<file path="config.mk">
export PLATFORM = sky130hd
export DESIGN_NAME = osc_count_calibration_averager
export DESIGN_NICKNAME = d
export VERILOG_FILES = /design/src/ocavg_pkg.sv /design/src/ocavg_div.sv /design/src/ocavg_front.sv /design/src/ocavg_fifo.sv /design/src/ocavg_back.sv /design/src/osc_count_calibration_averager.sv
export SDC_FILE = /design/constraint.sdc
export NUM_CORES = 1
export LEC_CHECK = 0
export BUFFER_PORTS_ARGS = -buffer_cell sky130_fd_sc_hd__buf_2
export CORE_MARGIN = 5
export CORE_UTILIZATION = 50
export CTS_BUF_LIST = sky130_fd_sc_hd__clkbuf_4
export DETAILED_ROUTE_END_ITERATION = 10
export PLACE_DENSITY_LB_ADDON = 0.25
export SYNTH_ARGS = -nofsm -noshare
export SYNTH_HDL_FRONTEND = slang
export SYNTH_HIERARCHICAL = 1
export SYNTH_SLANG_ARGS = --single-unit
</file>
<file path="constraint.sdc">
create_clock -name clk_i -period 16.95 [get_ports clk_i]
set_clock_uncertainty 0.1 [all_clocks]
set_input_delay 2.5425 -clock clk_i [delete_from_list [all_inputs] [get_ports clk_i]]
set_output_delay 2.5425 -clock clk_i [all_outputs]
set_load 0.05 [all_outputs]
</file>
<file path="src/ocavg_pkg.sv">
// Shared widths, constants, codes and types for the oscillator count averager.
// Used by every module of the block; depends on nothing.
package ocavg_pkg;

  localparam int CNT_W = 16;
  localparam int SUM_W = 20;
  localparam int PER_W = 4;
  localparam int LIM_W = 16;
  localparam int KHZ_W = 22;
  localparam int TOT_W = 26;
  localparam int DVD_W = 26;
  localparam int DVS_W = 10;
  localparam int DCNT_W = 5;
  localparam int SCALE_SHIFT = 15;
  localparam int CFG_IDX_W = 1;
  localparam int CFG_DAT_W = 16;

  // floor(a * 32768 / 1000) == (a * (2**RECIP_HI + RECIP_LO)) >> RECIP_SHIFT
  // for every a below 2**SUM_W.
  localparam int RECIP_W = 27;
  localparam int RECIP_HI = 32;
  localparam int RECIP_SHIFT = 27;
  localparam logic [RECIP_W-1:0] RECIP_LO = 27'd103079216;

  localparam logic [DVS_W-1:0] SCALE_DIV = 10'd1000;
  localparam logic [CNT_W-1:0] MAX_SEED = 16'd1;
  localparam logic [CNT_W-1:0] MIN_SEED = 16'd4000;
  localparam logic [PER_W-1:0] OSC_PERIODS_RST = 4'd4;
  localparam logic [LIM_W-1:0] SPREAD_LIMIT_RST = 16'd50;

  localparam logic [CFG_IDX_W-1:0] CFG_OSC_PERIODS = 1'b0;
  localparam logic [CFG_IDX_W-1:0] CFG_SPREAD_LIMIT = 1'b1;

  // One finished round, handed from front to back.
  typedef struct packed {
    logic [SUM_W-1:0] sum;
    logic             rejected;
    logic [PER_W-1:0] periods;
  } rec_t;

  typedef struct packed {
    logic             start;
    logic [DVD_W-1:0] dividend;
    logic [DVS_W-1:0] divisor;
  } div_req_t;

  typedef struct packed {
    logic             busy;
    logic             done;
    logic [DVD_W-1:0] quotient;
  } div_rsp_t;

  typedef struct packed {
    logic [KHZ_W-1:0] round_khz;
    logic             round_rejected;
    logic             run_done;
    logic [KHZ_W-1:0] average_khz;
    logic             all_rejected;
  } res_t;

  typedef enum logic [2:0] {
    BK_IDLE,
    BK_CH,
    BK_SCL,
    BK_RUN,
    BK_AVG,
    BK_OUT
  } bk_state_e;

endpackage

</file>
<file path="src/ocavg_div.sv">
// Restoring radix-2 divider, one quotient bit per cycle.
// Depends on ocavg_pkg for widths and the request/response structs.
module ocavg_div (
  input  logic                clk_i,
  input  logic                rst_ni,
  input  ocavg_pkg::div_req_t req_i,
  output ocavg_pkg::div_rsp_t rsp_o
);
  import ocavg_pkg::*;

  logic [DVS_W-1:0]  rem_q, rem_d;
  logic [DVD_W-1:0]  quo_q, quo_d;
  logic [DVS_W-1:0]  dvs_q, dvs_d;
  logic [DCNT_W-1:0] cnt_q, cnt_d;
  logic              busy_q, busy_d;
  logic              done_q, done_d;
  logic [DVS_W:0]    shifted;
  logic [DVS_W:0]    diff;

  assign shifted = {rem_q, quo_q[DVD_W-1]};
  assign diff    = shifted - {1'b0, dvs_q};

  always_comb begin
    rem_d  = rem_q;
    quo_d  = quo_q;
    dvs_d  = dvs_q;
    cnt_d  = cnt_q;
    busy_d = busy_q;
    done_d = 1'b0;
    if (req_i.start) begin
      rem_d  = '0;
      quo_d  = req_i.dividend;
      dvs_d  = req_i.divisor;
      cnt_d  = '0;
      busy_d = 1'b1;
    end else if (busy_q) begin
      // Subtract when the partial remainder reaches the divisor.
      if (shifted >= {1'b0, dvs_q}) begin
        rem_d = diff[DVS_W-1:0];
        quo_d = {quo_q[DVD_W-2:0], 1'b1};
      end else begin
        rem_d = shifted[DVS_W-1:0];
        quo_d = {quo_q[DVD_W-2:0], 1'b0};
      end
      cnt_d = cnt_q + 1'b1;
      if (cnt_q == DCNT_W'(DVD_W - 1)) begin
        busy_d = 1'b0;
        done_d = 1'b1;
      end
    end
  end

  always_ff @(posedge clk_i or negedge rst_ni) begin
    if (!rst_ni) begin
      busy_q <= 1'b0;
      done_q <= 1'b0;
      cnt_q  <= '0;
    end else begin
      busy_q <= busy_d;
      done_q <= done_d;
      cnt_q  <= cnt_d;
    end
  end

  always_ff @(posedge clk_i) begin
    rem_q <= rem_d;
    quo_q <= quo_d;
    dvs_q <= dvs_d;
  end

  assign rsp_o.busy     = busy_q;
  assign rsp_o.done     = done_q;
  assign rsp_o.quotient = quo_q;

endmodule

</file>
<file path="src/ocavg_front.sv">
// Front end: accepts counts, keeps per-round sum, max and min, and
// classifies each finished round. Depends on ocavg_pkg.
module ocavg_front #(
  parameter int CHANNELS = 12
) (
  input  logic                               clk_i,
  input  logic                               rst_ni,
  input  logic                               s_axis_tvalid_i,
  output logic                               s_axis_tready_o,
  input  logic [ocavg_pkg::CNT_W-1:0]        count_i,
  input  logic [ocavg_pkg::PER_W-1:0]        osc_periods_i,
  input  logic [ocavg_pkg::LIM_W-1:0]        spread_limit_i,
  input  logic                               full_i,
  output logic                               push_o,
  output ocavg_pkg::rec_t                    rec_o
);
  import ocavg_pkg::*;

  localparam int CW = (CHANNELS > 1) ? $clog2(CHANNELS) : 1;
  localparam logic [CW-1:0] LastCh = CW'(CHANNELS - 1);

  logic [CW-1:0]    ch_q, ch_d;
  logic [SUM_W-1:0] sum_q, sum_d, sum_nxt;
  logic [CNT_W-1:0] max_q, max_d, max_nxt;
  logic [CNT_W-1:0] min_q, min_d, min_nxt;
  logic [CNT_W-1:0] spread;
  logic             accept;
  logic             last_ch;

  assign s_axis_tready_o = !full_i;
  assign accept  = s_axis_tvalid_i && !full_i;
  assign last_ch = (ch_q == LastCh);

  assign sum_nxt = sum_q + SUM_W'(count_i);
  assign max_nxt = (count_i > max_q) ? count_i : max_q;
  assign min_nxt = (count_i < min_q) ? count_i : min_q;
  assign spread  = max_nxt - min_nxt;

  assign push_o         = accept && last_ch;
  assign rec_o.sum      = sum_nxt;
  assign rec_o.rejected = (spread > spread_limit_i);
  assign rec_o.periods  = osc_periods_i;

  always_comb begin
    ch_d  = ch_q;
    sum_d = sum_q;
    max_d = max_q;
    min_d = min_q;
    if (accept) begin
      if (last_ch) begin
        ch_d  = '0;
        sum_d = '0;
        max_d = MAX_SEED;
        min_d = MIN_SEED;
      end else begin
        ch_d  = ch_q + 1'b1;
        sum_d = sum_nxt;
        max_d = max_nxt;
        min_d = min_nxt;
      end
    end
  end

  always_ff @(posedge clk_i or negedge rst_ni) begin
    if (!rst_ni) begin
      ch_q  <= '0;
      sum_q <= '0;
      max_q <= MAX_SEED;
      min_q <= MIN_SEED;
    end else begin
      ch_q  <= ch_d;
      sum_q <= sum_d;
      max_q <= max_d;
      min_q <= min_d;
    end
  end

endmodule

</file>
<file path="src/ocavg_fifo.sv">
// Two-entry round queue between front and back.
// Depends on ocavg_pkg for the round record type.
module ocavg_fifo (
  input  logic            clk_i,
  input  logic            rst_ni,
  input  logic            push_i,
  input  ocavg_pkg::rec_t wdata_i,
  input  logic            pop_i,
  output ocavg_pkg::rec_t rdata_o,
  output logic            empty_o,
  output logic            full_o
);
  import ocavg_pkg::*;

  rec_t       mem_q [2];
  logic       wr_q, rd_q;
  logic [1:0] cnt_q;
  logic       do_push, do_pop;

  assign empty_o = (cnt_q == 2'd0);
  assign full_o  = (cnt_q == 2'd2);
  assign do_push = push_i && !full_o;
  assign do_pop  = pop_i && !empty_o;
  assign rdata_o = mem_q[rd_q];

  always_ff @(posedge clk_i or negedge rst_ni) begin
    if (!rst_ni) begin
      wr_q  <= 1'b0;
      rd_q  <= 1'b0;
      cnt_q <= 2'd0;
    end else begin
      if (do_push) wr_q <= !wr_q;
      if (do_pop) rd_q <= !rd_q;
      priority case ({do_push, do_pop})
        2'b10:   cnt_q <= cnt_q + 2'd1;
        2'b01:   cnt_q <= cnt_q - 2'd1;
        default: cnt_q <= cnt_q;
      endcase
    end
  end

  always_ff @(posedge clk_i) begin
    if (do_push) mem_q[wr_q] <= wdata_i;
  end

endmodule

</file>
<file path="src/ocavg_back.sv">
// Back end: averages each good round in a shared serial divider, scales it, keeps
// the run total, and registers one result per round. Depends on ocavg_pkg.
module ocavg_back #(
  parameter int CHANNELS = 12,
  parameter int ROUNDS   = 20
) (
  input  logic            clk_i,
  input  logic            rst_ni,
  input  ocavg_pkg::rec_t rec_i,
  input  logic            empty_i,
  output logic            pop_o,
  output logic            out_valid_o,
  input  logic            out_ready_i,
  output ocavg_pkg::res_t res_o
);
  import ocavg_pkg::*;

  localparam int RW = $clog2(ROUNDS + 1);
  localparam int PW = SUM_W + RECIP_W;
  localparam int SW = SUM_W + RECIP_HI + 1;
  localparam logic [DVS_W-1:0] ChDvs = DVS_W'(CHANNELS);

  bk_state_e        state_q, state_d;
  rec_t             rec_q, rec_d;
  logic [SUM_W-1:0] avga_q, avga_d;
  logic [KHZ_W-1:0] khz_q, khz_d;
  logic [KHZ_W-1:0] avg_q, avg_d;
  logic             none_q, none_d;
  logic [TOT_W-1:0] total_q, total_d;
  logic [RW-1:0]    rnd_q, rnd_d;
  logic [RW-1:0]    rej_q, rej_d;
  logic [RW-1:0]    seen;
  logic [RW-1:0]    good;
  logic             last_round;
  logic [PER_W-1:0] per_eff;
  logic [PW-1:0]    recip_prod;
  logic [SW-1:0]    scl_sum;
  logic [KHZ_W-1:0] scl_khz;
  logic             out_load;
  logic             out_valid_q;
  res_t             res_q;
  div_req_t         div_req;
  div_rsp_t         div_rsp;

  ocavg_div u_div (
    .clk_i  (clk_i),
    .rst_ni (rst_ni),
    .req_i  (div_req),
    .rsp_o  (div_rsp)
  );

  assign seen       = rnd_q + 1'b1;
  assign good       = seen - rej_q;
  assign last_round = (seen >= RW'(ROUNDS));
  assign per_eff    = (rec_i.periods == '0) ? PER_W'(1) : rec_i.periods;

  // Scale by 32768 / 1000 through a reciprocal multiply and a shift.
  assign recip_prod = PW'(avga_q) * PW'(RECIP_LO);
  assign scl_sum    = {1'b0, avga_q, {RECIP_HI{1'b0}}} + SW'(recip_prod);
  assign scl_khz    = scl_sum[RECIP_SHIFT +: KHZ_W];

  always_comb begin
    state_d          = state_q;
    rec_d            = rec_q;
    avga_d           = avga_q;
    khz_d            = khz_q;
    avg_d            = avg_q;
    none_d           = none_q;
    total_d          = total_q;
    rnd_d            = rnd_q;
    rej_d            = rej_q;
    pop_o            = 1'b0;
    out_load         = 1'b0;
    div_req.start    = 1'b0;
    div_req.dividend = '0;
    div_req.divisor  = DVS_W'(1);
    unique case (state_q)
      BK_IDLE: begin
        if (!empty_i) begin
          pop_o = 1'b1;
          rec_d = rec_i;
          if (rec_i.rejected) begin
            khz_d   = '0;
            rej_d   = rej_q + 1'b1;
            state_d = BK_RUN;
          end else begin
            // Channel average and period count in one division.
            div_req.start    = 1'b1;
            div_req.dividend = DVD_W'(rec_i.sum);
            div_req.divisor  = ChDvs * DVS_W'(per_eff);
            state_d          = BK_CH;
          end
        end
      end
      BK_CH: begin
        if (div_rsp.done) begin
          avga_d  = div_rsp.quotient[SUM_W-1:0];
          state_d = BK_SCL;
        end
      end
      BK_SCL: begin
        khz_d   = scl_khz;
        state_d = BK_RUN;
      end
      BK_RUN: begin
        avg_d  = '0;
        none_d = 1'b0;
        if (!rec_q.rejected) total_d = total_q + TOT_W'(khz_q);
        if (last_round) begin
          if (rej_q >= seen) begin
            none_d  = 1'b1;
            state_d = BK_OUT;
          end else begin
            div_req.start    = 1'b1;
            div_req.dividend = DVD_W'(total_d);
            div_req.divisor  = DVS_W'(good);
            state_d          = BK_AVG;
          end
        end else begin
          state_d = BK_OUT;
        end
      end
      BK_AVG: begin
        if (div_rsp.done) begin
          avg_d   = div_rsp.quotient[KHZ_W-1:0];
          state_d = BK_OUT;
        end
      end
      BK_OUT: begin
        if (!out_valid_q || out_ready_i) begin
          out_load = 1'b1;
          if (last_round) begin
            rnd_d   = '0;
            rej_d   = '0;
            total_d = '0;
          end else begin
            rnd_d = rnd_q + 1'b1;
          end
          state_d = BK_IDLE;
        end
      end
      default: state_d = BK_IDLE;
    endcase
  end

  always_ff @(posedge clk_i or negedge rst_ni) begin
    if (!rst_ni) begin
      state_q     <= BK_IDLE;
      total_q     <= '0;
      rnd_q       <= '0;
      rej_q       <= '0;
      out_valid_q <= 1'b0;
    end else begin
      state_q <= state_d;
      total_q <= total_d;
      rnd_q   <= rnd_d;
      rej_q   <= rej_d;
      if (out_load) out_valid_q <= 1'b1;
      else if (out_ready_i) out_valid_q <= 1'b0;
    end
  end

  always_ff @(posedge clk_i) begin
    rec_q  <= rec_d;
    avga_q <= avga_d;
    khz_q  <= khz_d;
    avg_q  <= avg_d;
    none_q <= none_d;
    if (out_load) begin
      res_q.round_khz      <= khz_q;
      res_q.round_rejected <= rec_q.rejected;
      res_q.run_done       <= last_round;
      res_q.average_khz    <= avg_q;
      res_q.all_rejected   <= none_q;
    end
  end

  assign out_valid_o = out_valid_q;
  assign res_o       = res_q;

  a_div_start_idle : assert property (@(posedge clk_i) disable iff (!rst_ni)
    div_req.start |-> !div_rsp.busy)
    else $error("divider restarted while busy");

  a_reject_zero : assert property (@(posedge clk_i) disable iff (!rst_ni)
    (out_load && rec_q.rejected) |=> (res_o.round_khz == '0))
    else $error("rejected round gave nonzero frequency");

  a_mid_run_clean : assert property (@(posedge clk_i) disable iff (!rst_ni)
    (out_valid_q && !res_o.run_done) |-> (res_o.average_khz == '0 && !res_o.all_rejected))
    else $error("average reported before end of run");

  a_pop_in_idle : assert property (@(posedge clk_i) disable iff (!rst_ni)
    pop_o |-> (state_q == BK_IDLE && !empty_i))
    else $error("queue popped outside idle");

endmodule

</file>
<file path="src/osc_count_calibration_averager.sv">
// Top level of the oscillator count calibration averager: configuration
// registers, front end, round queue and back end. Depends on ocavg_pkg.
//
// Usage: per-channel counts enter on the s_axis channel, CHANNELS to a round,
// ROUNDS rounds to a run. Each accepted count is one transaction; the last
// count of a round produces exactly one result transaction on m_axis, and
// other counts produce none. m_axis_tlast_o marks the result of the last
// round of a run, which also carries the run average.
// Counts are taken one per cycle while the two-entry round queue has room.
// The back end runs a restoring divider. A good round needs one division and
// one scaling step before its result is registered; a rejected round skips both.
// The last round of a run adds the average division. The back end takes a new
// round from the queue only after the result of the last one is loaded, so
// sustained throughput is set by the serial divider.
// The result sits in an output register; while the receiver stalls the back
// end finishes its current round and holds, then the queue fills and
// s_axis_tready_o drops. Reset clears the round and run state and loads
// osc_periods with 4 and spread_limit with 50. Write the configuration
// through cfg_we_i only while the block is idle.
module osc_count_calibration_averager #(
  parameter int CHANNELS = 12,
  parameter int ROUNDS   = 20
) (
  input  logic                              clk_i,
  input  logic                              rst_ni,
  input  logic                              s_axis_tvalid_i,
  output logic                              s_axis_tready_o,
  input  logic [15:0]                       s_axis_tdata_i,  // [15:0] count
  output logic                              m_axis_tvalid_o,
  input  logic                              m_axis_tready_i,
  // [21:0] round_khz, [22] round_rejected, [44:23] average_khz,
  // [45] all_rejected, [47:46] zero
  output logic [47:0]                       m_axis_tdata_o,
  output logic                              m_axis_tlast_o,  // run_done
  input  logic                              cfg_we_i,
  input  logic [ocavg_pkg::CFG_IDX_W-1:0]   cfg_idx_i,
  input  logic [ocavg_pkg::CFG_DAT_W-1:0]   cfg_wdata_i
);
  import ocavg_pkg::*;

  logic [PER_W-1:0] osc_periods_q;
  logic [LIM_W-1:0] spread_limit_q;
  logic             push;
  logic             pop;
  logic             empty;
  logic             full;
  rec_t             rec_in;
  rec_t             rec_out;
  res_t             res;

  // Configuration writes take effect at the next edge.
  always_ff @(posedge clk_i or negedge rst_ni) begin
    if (!rst_ni) begin
      osc_periods_q  <= OSC_PERIODS_RST;
      spread_limit_q <= SPREAD_LIMIT_RST;
    end else if (cfg_we_i) begin
      unique case (cfg_idx_i)
        CFG_OSC_PERIODS:  osc_periods_q  <= cfg_wdata_i[PER_W-1:0];
        CFG_SPREAD_LIMIT: spread_limit_q <= cfg_wdata_i[LIM_W-1:0];
        default:          ;
      endcase
    end
  end

  // Accumulate counts and classify each round.
  ocavg_front #(
    .CHANNELS (CHANNELS)
  ) u_front (
    .clk_i           (clk_i),
    .rst_ni          (rst_ni),
    .s_axis_tvalid_i (s_axis_tvalid_i),
    .s_axis_tready_o (s_axis_tready_o),
    .count_i         (s_axis_tdata_i),
    .osc_periods_i   (osc_periods_q),
    .spread_limit_i  (spread_limit_q),
    .full_i          (full),
    .push_o          (push),
    .rec_o           (rec_in)
  );

  // Buffer finished rounds so the front keeps taking counts.
  ocavg_fifo u_fifo (
    .clk_i   (clk_i),
    .rst_ni  (rst_ni),
    .push_i  (push),
    .wdata_i (rec_in),
    .pop_i   (pop),
    .rdata_o (rec_out),
    .empty_o (empty),
    .full_o  (full)
  );

  // Scale, total and average; hold the result until taken.
  ocavg_back #(
    .CHANNELS (CHANNELS),
    .ROUNDS   (ROUNDS)
  ) u_back (
    .clk_i       (clk_i),
    .rst_ni      (rst_ni),
    .rec_i       (rec_out),
    .empty_i     (empty),
    .pop_o       (pop),
    .out_valid_o (m_axis_tvalid_o),
    .out_ready_i (m_axis_tready_i),
    .res_o       (res)
  );

  assign m_axis_tdata_o = {2'b00, res.all_rejected, res.average_khz,
                           res.round_rejected, res.round_khz};
  assign m_axis_tlast_o = res.run_done;

endmodule

</file>
; Word level (Yosys, flattened, before mapping)
; Memories as Yosys holds them, arrays and structs flattened.
; Cells that the tools add are included.
[totals]
regBits = 286
latchBits = 0
ramBits = 50
mem_bits_ro = 0
in_bits = 38
out_inout_bits = 51
mem_count = 1
[mem_list]
columns = name, depth, word_bits, rd, rd_ports_with_merged_regs, write_ports, line_no
row1 = u_fifo.mem_q, 2, 25, 1, 0, 1, ocavg_fifo.sv:15  ; rec_t mem_q [2];
[op_classes]
add_sub_neg = 12
mul = 2
div_mod_pow = 0
n_lt_le_gt_ge = 6
n_eq_ne = 16
shift = 0
mux = 57
n_bitwise = 2
reduce_logical = 30
[ops]
columns = operator, count
row1 = 37-bit 2-to-1 mux, 4
row2 = 26-bit 2-to-1 mux, 5
row3 = 22-bit case mux with 2 select lines, 2
row4 = 37-bit case mux with 2 select lines, 1
row5 = 22-bit 2-to-1 mux, 3
row6 = 16-bit 2-to-1 mux, 4
row7 = 26-bit case mux with 2 select lines, 1
row8 = 49-bit by 47-bit adder with 49-bit output, 1
row9 = "20-bit by 23-bit multiplier with 43-bit output, second input constant", 1
row10 = 5-bit 2-to-1 mux, 7
row11 = 16-bit greater-than comparator, 2
row12 = 26-bit by 22-bit adder with 26-bit output, 1
row13 = 20-bit by 16-bit adder with 20-bit output, 1
row14 = 20-bit 2-to-1 mux, 1
row15 = 1-bit 2-to-1 mux, 18
row16 = 3-bit case mux with 6 select lines, 1
row17 = 16-bit less-than comparator, 1
row18 = 16-bit subtractor, 1
row19 = "5-bit by 1-bit adder with 5-bit output, second input constant", 3
row20 = 2-bit nonzero test, 7
row21 = 3-bit 2-to-1 mux, 4
row22 = 2-bit AND reduction, 6
row23 = 11-bit by 10-bit >= comparator with 1-bit output, 1
row24 = 10-bit 2-to-1 mux, 1
row25 = 31 further kinds, 48

; Longest topological paths before layout
; An unclocked memory read counts as a cell.
[logic_depth]
depth_word = 8
depth_mapped = 31

; Hierarchy
; Netlist, hierarchy kept.
[modules_own_cells]
columns = module, n_inst, cells_each, area_each_um2, seq_area_each_um2
row1 = ocavg_back, 1, 1622, 16434.5, 4394.2
row2 = ocavg_front, 1, 596, 5176.2, 1410.1
row3 = ocavg_div, 1, 214, 2682.6, 1456.4
row4 = ocavg_fifo, 1, 96, 2102.0, 1601.5
row5 = osc_count_calibration_averager, 1, 46, 769.5, 505.5

; Worst setup path before layout
; Ideal clock, no wire load.
[synth_timing]
kind = input to register
start = in s_axis_tdata_i[13]
end = mem u_fifo/mem_q[0][4] (netlist name) (data pin)
t_arrival_ps = 7424
required_ps = 16580
path_slack_ps = 9156
path_stages = 27
path_buffers = 2
path_cell_list = ha_1 > a21o_1 > a21o_1 > a2111o_1 > a211oi_2 > or2_1 > buf_2 > clkbuf_1 > mux2_2 > ha_1 > a21oi_1 > nor2_1 > a211oi_1 > o31ai_4 > a21o_1 > a21oi_1 > xnor2_1 > ha_1 > a21o_1 > a21oi_1 > nor2b_1 > o21ai_0 > nand2b_1 > a21oi_1 > nand2_1 > a21oi_1 > o21ai_0
[synth_rtl]
columns = element, line_no
row1 = start: declaration, osc_count_calibration_averager.sv:28  ; input logic [15:0] s_axis_tdata_i,
row2 = end: declaration, ocavg_fifo.sv:15

; Worst setup path after layout
[layout_timing]
start = reg u_back.avga_q[9]
end = reg u_back.khz_q[21] (data pin)
[layout_via]
elab_chain_cells = 3
[layout_lines]
columns = element, line_no
row1 = start: declaration, ocavg_back.sv:25  ; logic [SUM_W-1:0] avga_q, avga_d;
row2 = start signal: assignment, ocavg_back.sv:165  ; avga_q <= avga_d;
row3 = 20-bit by 23-bit multiplier with 43-bit output, ocavg_back.sv:58  ; assign recip_prod = PW'(avga_q) * PW'(RECIP_LO);
row4 = 49-bit by 47-bit adder with 49-bit output (*), ocavg_back.sv:59  ; assign scl_sum = {1'b0, avga_q, {RECIP_HI{1'b0}}} + SW'(recip_prod);
row5 = 22-bit case mux with 2 select lines (*), ocavg_back.sv:77  ; unique case (state_q)
row6 = end signal: assignment, ocavg_back.sv:166  ; khz_q <= khz_d;
row7 = end: declaration, ocavg_back.sv:26  ; logic [KHZ_W-1:0] khz_q, khz_d;
; Every way passes the cells marked *; elsewhere a longest branch is shown, timed or not.
; A chain may end at the register's enable or synchronous reset.

==> impl_metrics.ini <==
[min_path]
hold_class = reg2reg
holdPathStages = 0
hold_start = u_back/avg_q[14]

[clock_network]
clk_path_buf_depth = 3
hold_buffers = 0
clockRootBuffer = clkbuf_4
clk_pin_slew_worst_paths_ps = 70
cts_buffers = 88
cts.sinks = 336
clk-insertion-delay-late_ps = 840
cts-htree-levels = 3
cts_setup_buffers = 0
cts_tree = built
ctsResizeCount = 0

[route]
met2_length_mm = 31.8
drc = 0
via_per_inst = 5.65
antenna_left = 0
wl_met3_mm = 4.05
avgRoutedWirePerCell_um = 19.8
drt_pass1_iterations = 5
maxUsedRoutingLayer = met5
wl_met1_mm = 31.0
wl_mm = 68.4
drt-initial-drc-count = 1403
vias = 19600

[global_route]
grt_pass1_vias = 20400
grt_pass1_wl_mm = 110
gr-total-overflow = 0
grt_max_degree = 79
antenna_found_initial = 5
grt.total_usage = 0.233

[pwr]
fin_total_pwr_mw = 4.82
powerDensity_mw_per_mm2 = 164
ir_worst_vdd_v = 0.000126
leakagePower_nw = 13.8

[sta]
worst_slew_pin_slew_ps = 1110
fin_tns_setup_ps = 0
max_slew_margin = 0.259
layout_min_cycle_time_ps = 9010
fmax_mhz = 111
setup_viol_count_final = 0
drv_slew = 0
holdWs_ps = 309
setup_ws_ps = 7940
rsz0062_at_grt = no
hold_viol_final = 0
post-route-period-util = 0.532

[setup_path]
arrival_ps = 9560
crit_type = reg2reg
cp_max_fo = 9
worst_path_largest_cell_delay_ps = 660
crit_family = adder cells
worst-path-buf-inv = 5
worst-r2r-cell-count = 28
crit_path_end_kind = register
startpoint = u_back/avga_q[9]
start_kind = register
crit_top_cell = fa_1
cp.required_ps = 17500
r2r-start = u_back/avga_q[9]
path_depth = 28
critPathSlowestCell = edfxtp_1

[placement]
place.gp.congestion = 0.881
place_ws_ps = 8030
hpwl_mm = 53.5
io_buffers = 86

[synthesis]
synth_area_per_cell_um2 = 10.6
yosys_warnings = 6
syn_area_mm2 = 0.0272
syn_inst = 2573

[cells_and_area]
syn_to_final_growth_pct = 8.36
fillCellCount = 4728
layout-drive-gt1-share = 0.137
postLayoutCoreUtil = 0.547
mostFrequentLayoutCells = inv_1 (368), ha_1 (355), edfxtp_1 (199)
final_common_cell = inv_1
nNetsFinal = 3239

[flow_run]
cap_violations = 0

[floorplan]
die_area_mm2 = 0.0591
core_area_mm2 = 0.0538
start_util = 0.505
io_pins = 89
fp-row-count = 85
die_x_um = 243
die_h_um = 243

[outcome]
status = completed
report_power, final:
part | switching, mW | total (mW) | internal, mW
Combinational | 1.58 | 2.67 | 1.10
Sequential | 0.205 | 1.41 | 1.20
Clock | 0.358 | 0.737 | 0.378
Total | 2.14 | 4.82 | 2.68
layer usage:
layer,up-vias,global-route usage
met5,-,0
met4,4,0.0611
li1,9332,-
met3,105,0.0502
met2,534,0.379
met1,9594,0.318
worst register-to-register path: cells and delay by family (launching register included):
family	cells	cell delay, ps
compound gates	7	1780
fa+ha+maj	10	4430
flops	1	660
mux	1	320
xor+xnor	1	180
simple gates	4	970
buf+inv	5	370
cell type report:
class	count	area [um^2]	area share
sequential	336	9370	0.318
timing repair buffer	101	549	0.0187
inverter	370	1390	0.0472
antenna	5	12.5	0.000425
clock inverter	35	210	0.00714
multi-input combinational	1791	16100	0.546
clock buffer	127	953	0.0324
tap	696	871	0.0296
flip-flops by register name, indices dropped and copies added, names as in the netlist, 2 cells and up:
name	flops
u_back/rnd_q	5
u_back/avg_q	22
u_front/max_q	16
u_back/state_q	3
u_back/u_div/quo_q	26
u_front/ch_q	4
u_back/u_div/cnt_q	5
u_back/u_div/dvs_q	10
osc_periods_q	4
u_back/u_div/rem_q	10
spread_limit_q	16
u_back/avga_q	20
u_back/rej_q	5
u_fifo/cnt_q	2
u_back/total_q	26
u_front/min_q	16
u_back/khz_q	22
u_fifo/mem_q	50
u_front/sum_q	20
u_back/res_o	47
final timing paths:
path                                    endpoint  slack, ps
max                             u_back/khz_q[21]       7940
min                             u_back/res_o[15]        310
max reg2reg                     u_back/khz_q[21]       7940
min reg2reg                     u_back/res_o[15]        310
max in group asynchronous     u_back/total_q[16]      13890
min in group asynchronous  u_back/u_div/cnt_q[4]       1620
through the flow:
step           area (um^2)  cells
2_1_floorplan        27200   2575
3_3_place_gp         28300   3294
3_5_place_dp         28300   3294
4_1_cts              29400   3456
5_1_grt              29400   3461
6_report             29400   3461
No activity file was read; power rests on OpenSTA's default activity.
